## src/sv/swm_pkg.sv

```systemverilog
// ----------------------------------------------------------------------------
// swm_pkg
// Shared constants, types and helpers of the sliding-window mean block.
// ----------------------------------------------------------------------------
package swm_pkg;

  // Deepest window the ring buffer can hold.
  localparam int MAX_PERIOD = 256;

  // Field widths of the streams and the configuration register.
  localparam int SAMPLE_W = 16;
  localparam int PERIOD_W = 9;
  localparam int MEAN_W   = 24;
  localparam int COUNT_W  = 9;
  localparam int FRAC_W   = 8;

  // Internal widths that follow from the window depth.
  localparam int SLOT_W = $clog2(MAX_PERIOD);
  localparam int CNT_W  = $clog2(MAX_PERIOD + 1);
  localparam int SUM_W  = SAMPLE_W + SLOT_W;
  localparam int DIVD_W = SUM_W + FRAC_W;
  localparam int DCNT_W = $clog2(DIVD_W);

  // Packed stream widths, rounded up to whole bytes.
  localparam int IN_TDATA_W  = ((SAMPLE_W + 7) / 8) * 8;
  localparam int OUT_TDATA_W = ((MEAN_W + COUNT_W + 7) / 8) * 8;

  // Period after reset.
  localparam logic [PERIOD_W-1:0] PERIOD_RST = PERIOD_W'(16);

  // Control sequencer states.
  typedef enum logic [1:0] {
    ST_IDLE,
    ST_RING,
    ST_DIV,
    ST_HOLD
  } swm_state_t;

  // Result of one ring-buffer update.
  typedef struct packed {
    logic                    valid;
    logic signed [SUM_W-1:0] sum;
    logic [CNT_W-1:0]        fill;
  } ring_res_t;

  // Result of one division.
  typedef struct packed {
    logic                     done;
    logic signed [MEAN_W-1:0] mean;
  } div_res_t;

  // Period register clamped to the range 1 .. MAX_PERIOD.
  function automatic logic [CNT_W-1:0] eff_period(input logic [PERIOD_W-1:0] p);
    logic [CNT_W-1:0] r;
    if (p == '0) begin
      r = CNT_W'(1);
    end else if (32'(p) > MAX_PERIOD) begin
      r = CNT_W'(MAX_PERIOD);
    end else begin
      r = CNT_W'(p);
    end
    return r;
  endfunction

endpackage

```

## src/sv/swm_div.sv

```systemverilog
// ----------------------------------------------------------------------------
// swm_div
// Radix-2 restoring divider, one quotient bit per cycle, for the scaled sum
// divided by the fill count. The quotient is truncated toward zero.
// ----------------------------------------------------------------------------
module swm_div (
  input  logic                               clk,
  input  logic                               rst_n,
  input  logic                               start,
  input  logic signed [swm_pkg::DIVD_W-1:0]  dividend,
  input  logic [swm_pkg::CNT_W-1:0]          divisor,
  output swm_pkg::div_res_t                  res
);
  import swm_pkg::*;

  logic                     busy_r;
  logic                     done_r;
  logic [DCNT_W-1:0]        cnt_r;
  logic                     neg_r;
  logic [DIVD_W-1:0]        quo_r, quo_nxt;
  logic [CNT_W-1:0]         rem_r, rem_nxt;
  logic [CNT_W-1:0]         dsr_r;
  logic signed [MEAN_W-1:0] mean_r;

  logic [CNT_W:0]           rem_sh;
  logic [CNT_W:0]           diff;
  logic                     ge;
  logic [DIVD_W-1:0]        mag;
  logic [MEAN_W-1:0]        q_mag;

  // Magnitude of the dividend at start.
  assign mag = dividend[DIVD_W-1] ? (DIVD_W'(0) - dividend) : dividend;

  // One shift-subtract step.
  always_comb begin
    rem_sh  = {rem_r, quo_r[DIVD_W-1]};
    diff    = rem_sh - {1'b0, dsr_r};
    ge      = (rem_sh >= {1'b0, dsr_r});
    rem_nxt = ge ? diff[CNT_W-1:0] : rem_sh[CNT_W-1:0];
    quo_nxt = {quo_r[DIVD_W-2:0], ge};
    q_mag   = quo_nxt[MEAN_W-1:0];
  end

  // Operand and partial result registers.
  always_ff @(posedge clk) begin
    if (start) begin
      quo_r <= mag;
      rem_r <= '0;
      dsr_r <= divisor;
      neg_r <= dividend[DIVD_W-1];
    end else if (busy_r) begin
      quo_r <= quo_nxt;
      rem_r <= rem_nxt;
      if (cnt_r == '0) begin
        mean_r <= neg_r ? (MEAN_W'(0) - q_mag) : q_mag;
      end
    end
  end

  // Step counter and handshake.
  always_ff @(posedge clk) begin
    if (!rst_n) begin
      busy_r <= 1'b0;
      done_r <= 1'b0;
      cnt_r  <= '0;
    end else begin
      done_r <= 1'b0;
      if (start) begin
        busy_r <= 1'b1;
        cnt_r  <= DCNT_W'(DIVD_W - 1);
      end else if (busy_r) begin
        if (cnt_r == '0) begin
          busy_r <= 1'b0;
          done_r <= 1'b1;
        end else begin
          cnt_r <= cnt_r - DCNT_W'(1);
        end
      end
    end
  end

  assign res.done = done_r;
  assign res.mean = mean_r;

  // A new division never starts over one in progress.
  a_no_restart: assert property (@(posedge clk) disable iff (!rst_n)
    !(start && busy_r))
    else $error("divider started while busy");

  // The last step is followed by the done pulse.
  a_last_step: assert property (@(posedge clk) disable iff (!rst_n)
    busy_r && (cnt_r == '0) && !start |=> done_r && !busy_r)
    else $error("divider missed its final step");

  // The divisor is never zero while dividing.
  a_divisor_nz: assert property (@(posedge clk) disable iff (!rst_n)
    busy_r |-> dsr_r != '0)
    else $error("division by zero count");

endmodule
```

## config.mk

```make
export PLATFORM = sky130hd
export DESIGN_NAME = swm_div
export DESIGN_NICKNAME = d
export VERILOG_FILES = /design/src/sv/swm_pkg.sv /design/src/sv/swm_div.sv
export SDC_FILE = /design/constraint.sdc
export NUM_CORES = 1
export LEC_CHECK = 0
export ABC_AREA = 1
export BUFFER_PORTS_ARGS = -buffer_cell sky130_fd_sc_hd__buf_2
export CORE_ASPECT_RATIO = 1.1
export CORE_MARGIN = 4
export CORE_UTILIZATION = 25
export CTS_BUF_LIST = sky130_fd_sc_hd__clkbuf_8
export CTS_CLUSTER_DIAMETER = 30
export DETAILED_ROUTE_END_ITERATION = 12
export PLACE_DENSITY = 0.43
export REMOVE_ABC_BUFFERS = 1
export SYNTH_ARGS = -nofsm -noshare
export SYNTH_HDL_FRONTEND = slang
export SYNTH_SLANG_ARGS = --single-unit
```

## constraint.sdc

```tcl
create_clock -name clk -period 2.35 [get_ports clk]
set_input_delay 0.47 -clock clk [delete_from_list [all_inputs] [get_ports clk]]
set_output_delay 0.47 -clock clk [all_outputs]
set_load 0.005 [all_outputs]
```

==> results of run 1 <==
==> per-stage QoR <==
step	utilization, %	setup TNS, ps
floorplan	-	-660
global placement	29.4	-793
detailed placement	29.4	-893
CTS	31.0	-95.5
global route	31.5	-875
finish	31.5	-162
==> power by group through the flow <==
stage	Combinational, µW	Sequential, µW	Clock [µW]
finish	775	1800	985
global placement	725	1830	0
floorplan	450	1810	0
global route	890	1820	1100
CTS	764	1800	1050
detailed placement	726	1830	0
==> flip-flops by register name, summed over array words and instances (netlist names) <==
name / flops
done_r: 1
busy_r: 1
mean_r: 24
cnt_r: 5
quo_r: 32
rem_r: 9
dsr_r: 9
neg_r: 1
==> logic make-up after synthesis <==
kind of cell | Yosys count | share of synthesized area (%)
fa+ha+maj | 14 | 3.50
simple gates | 389 | 31.4
flops | 82 | 44.1
xor+xnor | 34 | 5.70
compound gates | 72 | 7.78
buf+inv | 97 | 7.57
==> area by class of cell <==
type	instances	area (µm²)	area share, %
Clock buffer	9	124	1.91
Clock inverter	7	51.3	0.792
Inverter	79	302	4.65
Multi-Input combinational cell	509	2680	41.4
Sequential cell	82	2300	35.5
Tap cell	256	320	4.94
Timing Repair Buffer	112	699	10.8
==> metal layers <==
layer | share of wire [%] | vias to the layer above | GRT usage, % | routed length (µm)
met1 | 48 | 2031 | 15.7 | 6730
met5 | 0.085 | - | 0 | 12
met2 | 46 | 75 | 19.8 | 6440
li1 | - | 2453 | - | -
met4 | 1.7 | 2 | 4.58 | 244
met3 | 4.6 | 19 | 3.04 | 654
==> synthesized netlist by cell type, types with 7 or more instances <==
cell	instances
nor2_1	85
inv_1	78
edfxtp_1	66
xnor2_1	9
a21oi_1	10
nand3_1	56
nand2_1	212
ha_1	13
o21ai_0	40
dfxtp_1	16
nor2_2	9
buf_2	7
clkbuf_1	8
xor2_1	25
o211ai_1	8
nand4_1	11
==> repair_timing <==
item,4_1_cts,5_1_grt
endpoints found under the setup margin,7,14
pin swaps,6,0
hold buffers,0,0
cloned,0,0
resized for setup,21,15
buffers inserted,6,6
==> critical path, cell delays in order, from the launching register on <==
cell and delay (ps):
edfxtp_1 430, ha_4 190, fa_2 350, inv_2 60, nand2_2 50, nand3_2 80
nand2_2 70, nand2_4 80, inv_4 40, ha_4 150, inv_4 50, nor3_4 40
inv_1 70, nor2_2 40, nor2_2 110, nor2_2 60, buf_4 130, buf_6 110
xnor2_2 110
==> final timing paths <==
check / startpoint / to / slack (ps)
setup / recovery: dsr_r[0]$_DFFE_PP_ / mean_r[10]$_DFFE_PP_ / -100
hold / removal: divisor[4] / dsr_r[4]$_DFFE_PP_ / 280
setup reg to reg: dsr_r[0]$_DFFE_PP_ / mean_r[10]$_DFFE_PP_ / -100
hold reg to reg: cnt_r[1]$_SDFFE_PN0P_ / cnt_r[1]$_SDFFE_PN0P_ / 470
==> impl_metrics.env, run 1 <==
export IMPL_dp_cells=1026
export IMPL_die_y_um=160
export IMPL_clockPowerShare_pct=27.7
export IMPL_grt_max_degree=48
export IMPL_dieWidth_um=146
export IMPL_num_vias=4580
export IMPL_syn_avg_cell_area_um2=7.59
export IMPL_worstPathRequired_ps=2480
export IMPL_p_sw_uw=1150
export IMPL_via_per_inst=4.35
export IMPL_ys_flop_type="edfxtp_1"
export IMPL_worstPathMaxFanout=2
export IMPL_n_fill_cell=2233
export IMPL_ant_nets=0
export IMPL_skew_ps=15.3
export IMPL_status="finished, violations left"
export IMPL_cts_tree="done"
export IMPL_comb_power_share_pct=21.8
export IMPL_wl_per_cell_um=13.4
export IMPL_cts_made_buffers=9
export IMPL_finalSetupViolations=4
export IMPL_timing_final_ws_setup_ps=-97.8
export IMPL_hold_ws_ps=275
export IMPL_p_seq_share_pct=50.6
export IMPL_cts_path_max_buffers=2
export IMPL_dp_slack_ps=-204
export IMPL_finalHoldViolations=0
export IMPL_holdCritPathClass="in2reg"
export IMPL_vdd_ir_drop_max_mv=0.238
export IMPL_period_needed_ps=2450
export IMPL_clk_pin_slew_ps=90
export IMPL_grt_pass1_vias=4488
export IMPL_synth_top_area_share_pct=37.9
export IMPL_grt_pass1_wl_mm=22.9
export IMPL_synth_area_um2=5230
export IMPL_dr_pass1_iters=4
export IMPL_syn_inst=688
export IMPL_die_area_um2=23300
export IMPL_layout_common_cells="nand2_1, nor2_1, inv_1, buf_2, edfxtp_1"
export IMPL_leakagePower_uw=0.00284
export IMPL_synth_top_area_cell="edfxtp_1"
export IMPL_critPathKind="reg2reg"
export IMPL_total_power_uw=3560
export IMPL_area_growth_pct=24.0
export IMPL_cts_root_buf="clkbuf_8"
export IMPL_violations="negative setup slack"
export IMPL_grt_antenna_before_repair=1
export IMPL_row_count=55
export IMPL_arrival_ps=2580
export IMPL_fin_crit_sh_pct=104
export IMPL_insertion_delay_ps=380
export IMPL_stdcell_count=1054
export IMPL_dp_final_hpwl_mm=10.9
export IMPL_place_area_um2=6050
export IMPL_hold_path_depth=1
export IMPL_yosysWarnings=0
export IMPL_synth_edf_count=66
export IMPL_postLayoutCellArea_um2=6480
export IMPL_place_congestion=0.835
export IMPL_startpoint_type="register"
export IMPL_grt_usage_pct=12.2
export IMPL_synthArstFlopShare_pct=0
export IMPL_powerDensity_nw_per_um2=550
export IMPL_drt_iter0_drc=263
export IMPL_ys_seq_area_share_pct=44.1
export IMPL_wl_mm=14.1
export IMPL_io_buffers=68
export IMPL_maxSlewViolCount=0
export IMPL_worstRegToRegCells=18
export IMPL_gr_total_overflow=0
export IMPL_synth_distinct_cells=37
export IMPL_synthTopCellsByArea="edfxtp_1, nand2_1, dfxtp_1, nor2_1, inv_1"
export IMPL_drcViolationCount=0
export IMPL_relSlewSlack_pct=56.0
export IMPL_worstSetupEndpointType="register"
export IMPL_fmax_mhz=409
export IMPL_fin_nets=851
export IMPL_worst_pin_slew_ps=658
export IMPL_start_util_pct=25.4
export IMPL_p_int_uw=2420
export IMPL_drv_cap=0
export IMPL_synth_seq_cells=82
export IMPL_ios=69
export IMPL_cts_sinks=82
export IMPL_p_sw_share_pct=32.2
export IMPL_final_common_cell="nand2_1"
export IMPL_diodes=0
export IMPL_rsz0062_at_grt="yes"
export IMPL_htree_levels=3
export IMPL_drive_above_1_share_pct=22.1
export IMPL_core_um2=20600
Power figures use the tool's default switching activity.
==> inputs of run 2 (changes only) <==
--- a/config.mk
+++ b/config.mk
@@ -14,7 +14,6 @@
 export CTS_CLUSTER_DIAMETER = 30
 export DETAILED_ROUTE_END_ITERATION = 12
 export PLACE_DENSITY = 0.43
-export REMOVE_ABC_BUFFERS = 1
 export SYNTH_ARGS = -nofsm -noshare
 export SYNTH_HDL_FRONTEND = slang
 export SYNTH_SLANG_ARGS = --single-unit
==> run 2 against run 1 <==
Against the previous run: the flow still finishes with violations (negative setup slack); setup slack improved by 72 ps; non-clock buffer count decreased by 14; fmax increased by 3.0%; total power increased by 1.8%; routed wire length decreased by 0.56%; combinational power decreased by 3.4%; cell area decreased by 1.9%; die area unchanged; clock-buffer cell count unchanged; final cell count decreased by 1.3%; highest routed layer is now met4.
==> impl_metrics.env, run 2 (same netlist as run 1, synthesis figures left out) <==
export IMPL_num_vias=4497
export IMPL_tns_ps=-39.9
export IMPL_gr_total_overflow=0
export IMPL_drt_iter0_drc=255
export IMPL_insertion_delay_ps=380
export IMPL_final_common_cell="nand2_1"
export IMPL_clk_pin_slew_ps=90
export IMPL_place_congestion=0.842
export IMPL_dp_final_hpwl_mm=10.9
export IMPL_grt_antenna_before_repair=0
export IMPL_ant_nets=0
export IMPL_crit_chain="inv_1 -> ha_2 -> fa_2 -> inv_2 -> nand2_2 -> nand3_2 -> nand2_2 -> nand2_4 -> inv_4 -> ha_4 -> inv_2 -> nor3_4 -> inv_2 -> nor2_4 -> buf_4 -> nand2_2 -> xor2_1 -> nand2_1 -> o21ai_2"
export IMPL_start_util_pct=25.4
export IMPL_cp_slowest_stage_delay_ps=390
export IMPL_timing_final_ws_setup_ps=-25.7
export IMPL_crit_buf_inv=6
export IMPL_row_count=55
export IMPL_relSlewSlack_pct=57.2
export IMPL_status="finished, violations left"
export IMPL_vdd_ir_drop_max_mv=0.229
export IMPL_critPathKind="reg2reg"
export IMPL_p_seq_share_pct=49.7
export IMPL_p_sw_uw=1130
export IMPL_worstPathMaxFanout=2
export IMPL_cts_sinks=82
export IMPL_violations="negative setup slack"
export IMPL_die_y_um=160
export IMPL_dp_cells=1022
export IMPL_layout_common_cells="nand2_1, nor2_1, inv_1, buf_2, edfxtp_1"
export IMPL_synth_fp_nets=746
export IMPL_worstPathRequired_ps=2480
export IMPL_htree_levels=3
export IMPL_wl_per_cell_um=13.5
export IMPL_largest_reg_flops=32
export IMPL_top_register="quo_r"
export IMPL_wl_mm=14.0
export IMPL_cts_root_buf="clkbuf_8"
export IMPL_slowest_stage="edfxtp_1"
export IMPL_worst_pin_slew_ps=640
export IMPL_skew_ps=17.5
export IMPL_ctsHoldBuffers=0
export IMPL_grt_pass1_vias=4519
export IMPL_cts_made_buffers=9
export IMPL_powerDensity_nw_per_um2=570
export IMPL_maxSlewViolCount=0
export IMPL_stdcell_count=1040
export IMPL_p_sw_share_pct=31.3
export IMPL_critPathTopFamily="simple AND/OR/NAND/NOR gates"
export IMPL_grt_pass1_wl_mm=23.2
export IMPL_startpoint_type="register"
export IMPL_leakagePower_uw=0.00278
export IMPL_period_needed_ps=2380
export IMPL_arrival_ps=2510
export IMPL_core_um2=20600
export IMPL_diodes=0
export IMPL_fin_crit_sh_pct=101
export IMPL_worstSetupEndpointType="register"
export IMPL_cts_tree="done"
export IMPL_fmax_mhz=421
export IMPL_grt_usage_pct=12.3
export IMPL_holdCritPathClass="in2reg"
export IMPL_area_growth_pct=21.7
export IMPL_dieWidth_um=146
export IMPL_drive_above_1_share_pct=19.4
export IMPL_io_buffers=68
export IMPL_rsz0062_at_grt="yes"
export IMPL_via_per_inst=4.32
export IMPL_finalSetupViolations=2
export IMPL_grt_max_degree=42
export IMPL_p_int_uw=2490
export IMPL_fin_nets=837
export IMPL_comb_power_share_pct=20.7
export IMPL_drcViolationCount=0
export IMPL_cts_path_max_buffers=2
export IMPL_clockPowerShare_pct=29.7
export IMPL_top_regs="quo_r x32, mean_r x24"
export IMPL_n_fill_cell=2275
export IMPL_ios=69
export IMPL_die_area_um2=23300
export IMPL_finalHoldViolations=0
export IMPL_drv_cap=0
export IMPL_dr_pass1_iters=4
==> run 2: what timing repair did <==
item,CTS,global route
buffers inserted,1,1
pin swaps,1,2
cloned,0,0
endpoints found under the hold margin,0,0
resized for setup,2,16
endpoints found under the setup margin,3,8
==> run 2: worst paths after layout <==
check	cells past startpoint	slack (ps)	endpoint	from
max	19	-30	mean_r[16]$_DFFE_PP_	quo_r[31]$_DFFE_PP_
min reg2reg	2	470	rem_r[7]$_SDFFE_PP0P_	rem_r[7]$_SDFFE_PP0P_
min	1	270	dsr_r[6]$_DFFE_PP_	divisor[6]
max reg2reg	19	-30	mean_r[16]$_DFFE_PP_	quo_r[31]$_DFFE_PP_
==> run 2: layout make-up <==
| class | count | area, µm² | area share (%) |
|---|---|---|---|
| inverter | 79 | 299 | 4.70 |
| clock inverter | 7 | 70.1 | 1.10 |
| timing repair buffer | 98 | 603 | 9.49 |
| clock buffer | 9 | 124 | 1.95 |
| tap | 256 | 320 | 5.04 |
| sequential | 82 | 2300 | 36.2 |
| multi-input combinational | 509 | 2640 | 41.5 |
==> run 2: power groups by stage <==
stage / clock network, µW / logic [µW] / registers [µW]
2_1_floorplan: 0 / 490 / 1800
3_3_place_gp: 0 / 739 / 1830
3_5_place_dp: 0 / 739 / 1830
4_1_cts: 1130 / 748 / 1800
5_1_grt: 1170 / 871 / 1820
6_report: 1080 / 749 / 1800
==> run 2: stage by stage <==
step | util [%] | total power [µW] | hold WS [ps] | area [µm²] | setup slack [ps]
2_1_floorplan | - | 2290 | 439 | 5270 | -51.1
3_3_place_gp | 29.6 | 2570 | 453 | 6080 | -44.1
3_5_place_dp | 29.6 | 2570 | 459 | 6080 | -77.8
4_1_cts | 30.6 | 3680 | 244 | 6300 | -71.5
5_1_grt | 30.9 | 3860 | 258 | 6360 | -240
6_report | 30.9 | 3630 | 270 | 6360 | -25.7
==> run 2: worst register-to-register path: stages (launching register included) <==
cell,delay [ps]
edfxtp_1,390
inv_1,70
ha_2,180
fa_2,210
inv_2,40
nand2_2,50
nand3_2,70
nand2_2,90
nand2_4,60
inv_4,50
ha_4,120
inv_2,40
nor3_4,140
inv_2,60
nor2_4,110
buf_4,120
nand2_2,50
xor2_1,140
nand2_1,70
o21ai_2,60
==> run 2: per-layer routing <==
layer / track usage (%) / up-vias / wire [µm]
met2: 19.9 / 72 / 6370
met3: 2.27 / 19 / 533
li1: - / 2418 / -
met1: 16.4 / 1988 / 6840
met5: 0 / - / 0
met4: 4.84 / 0 / 258
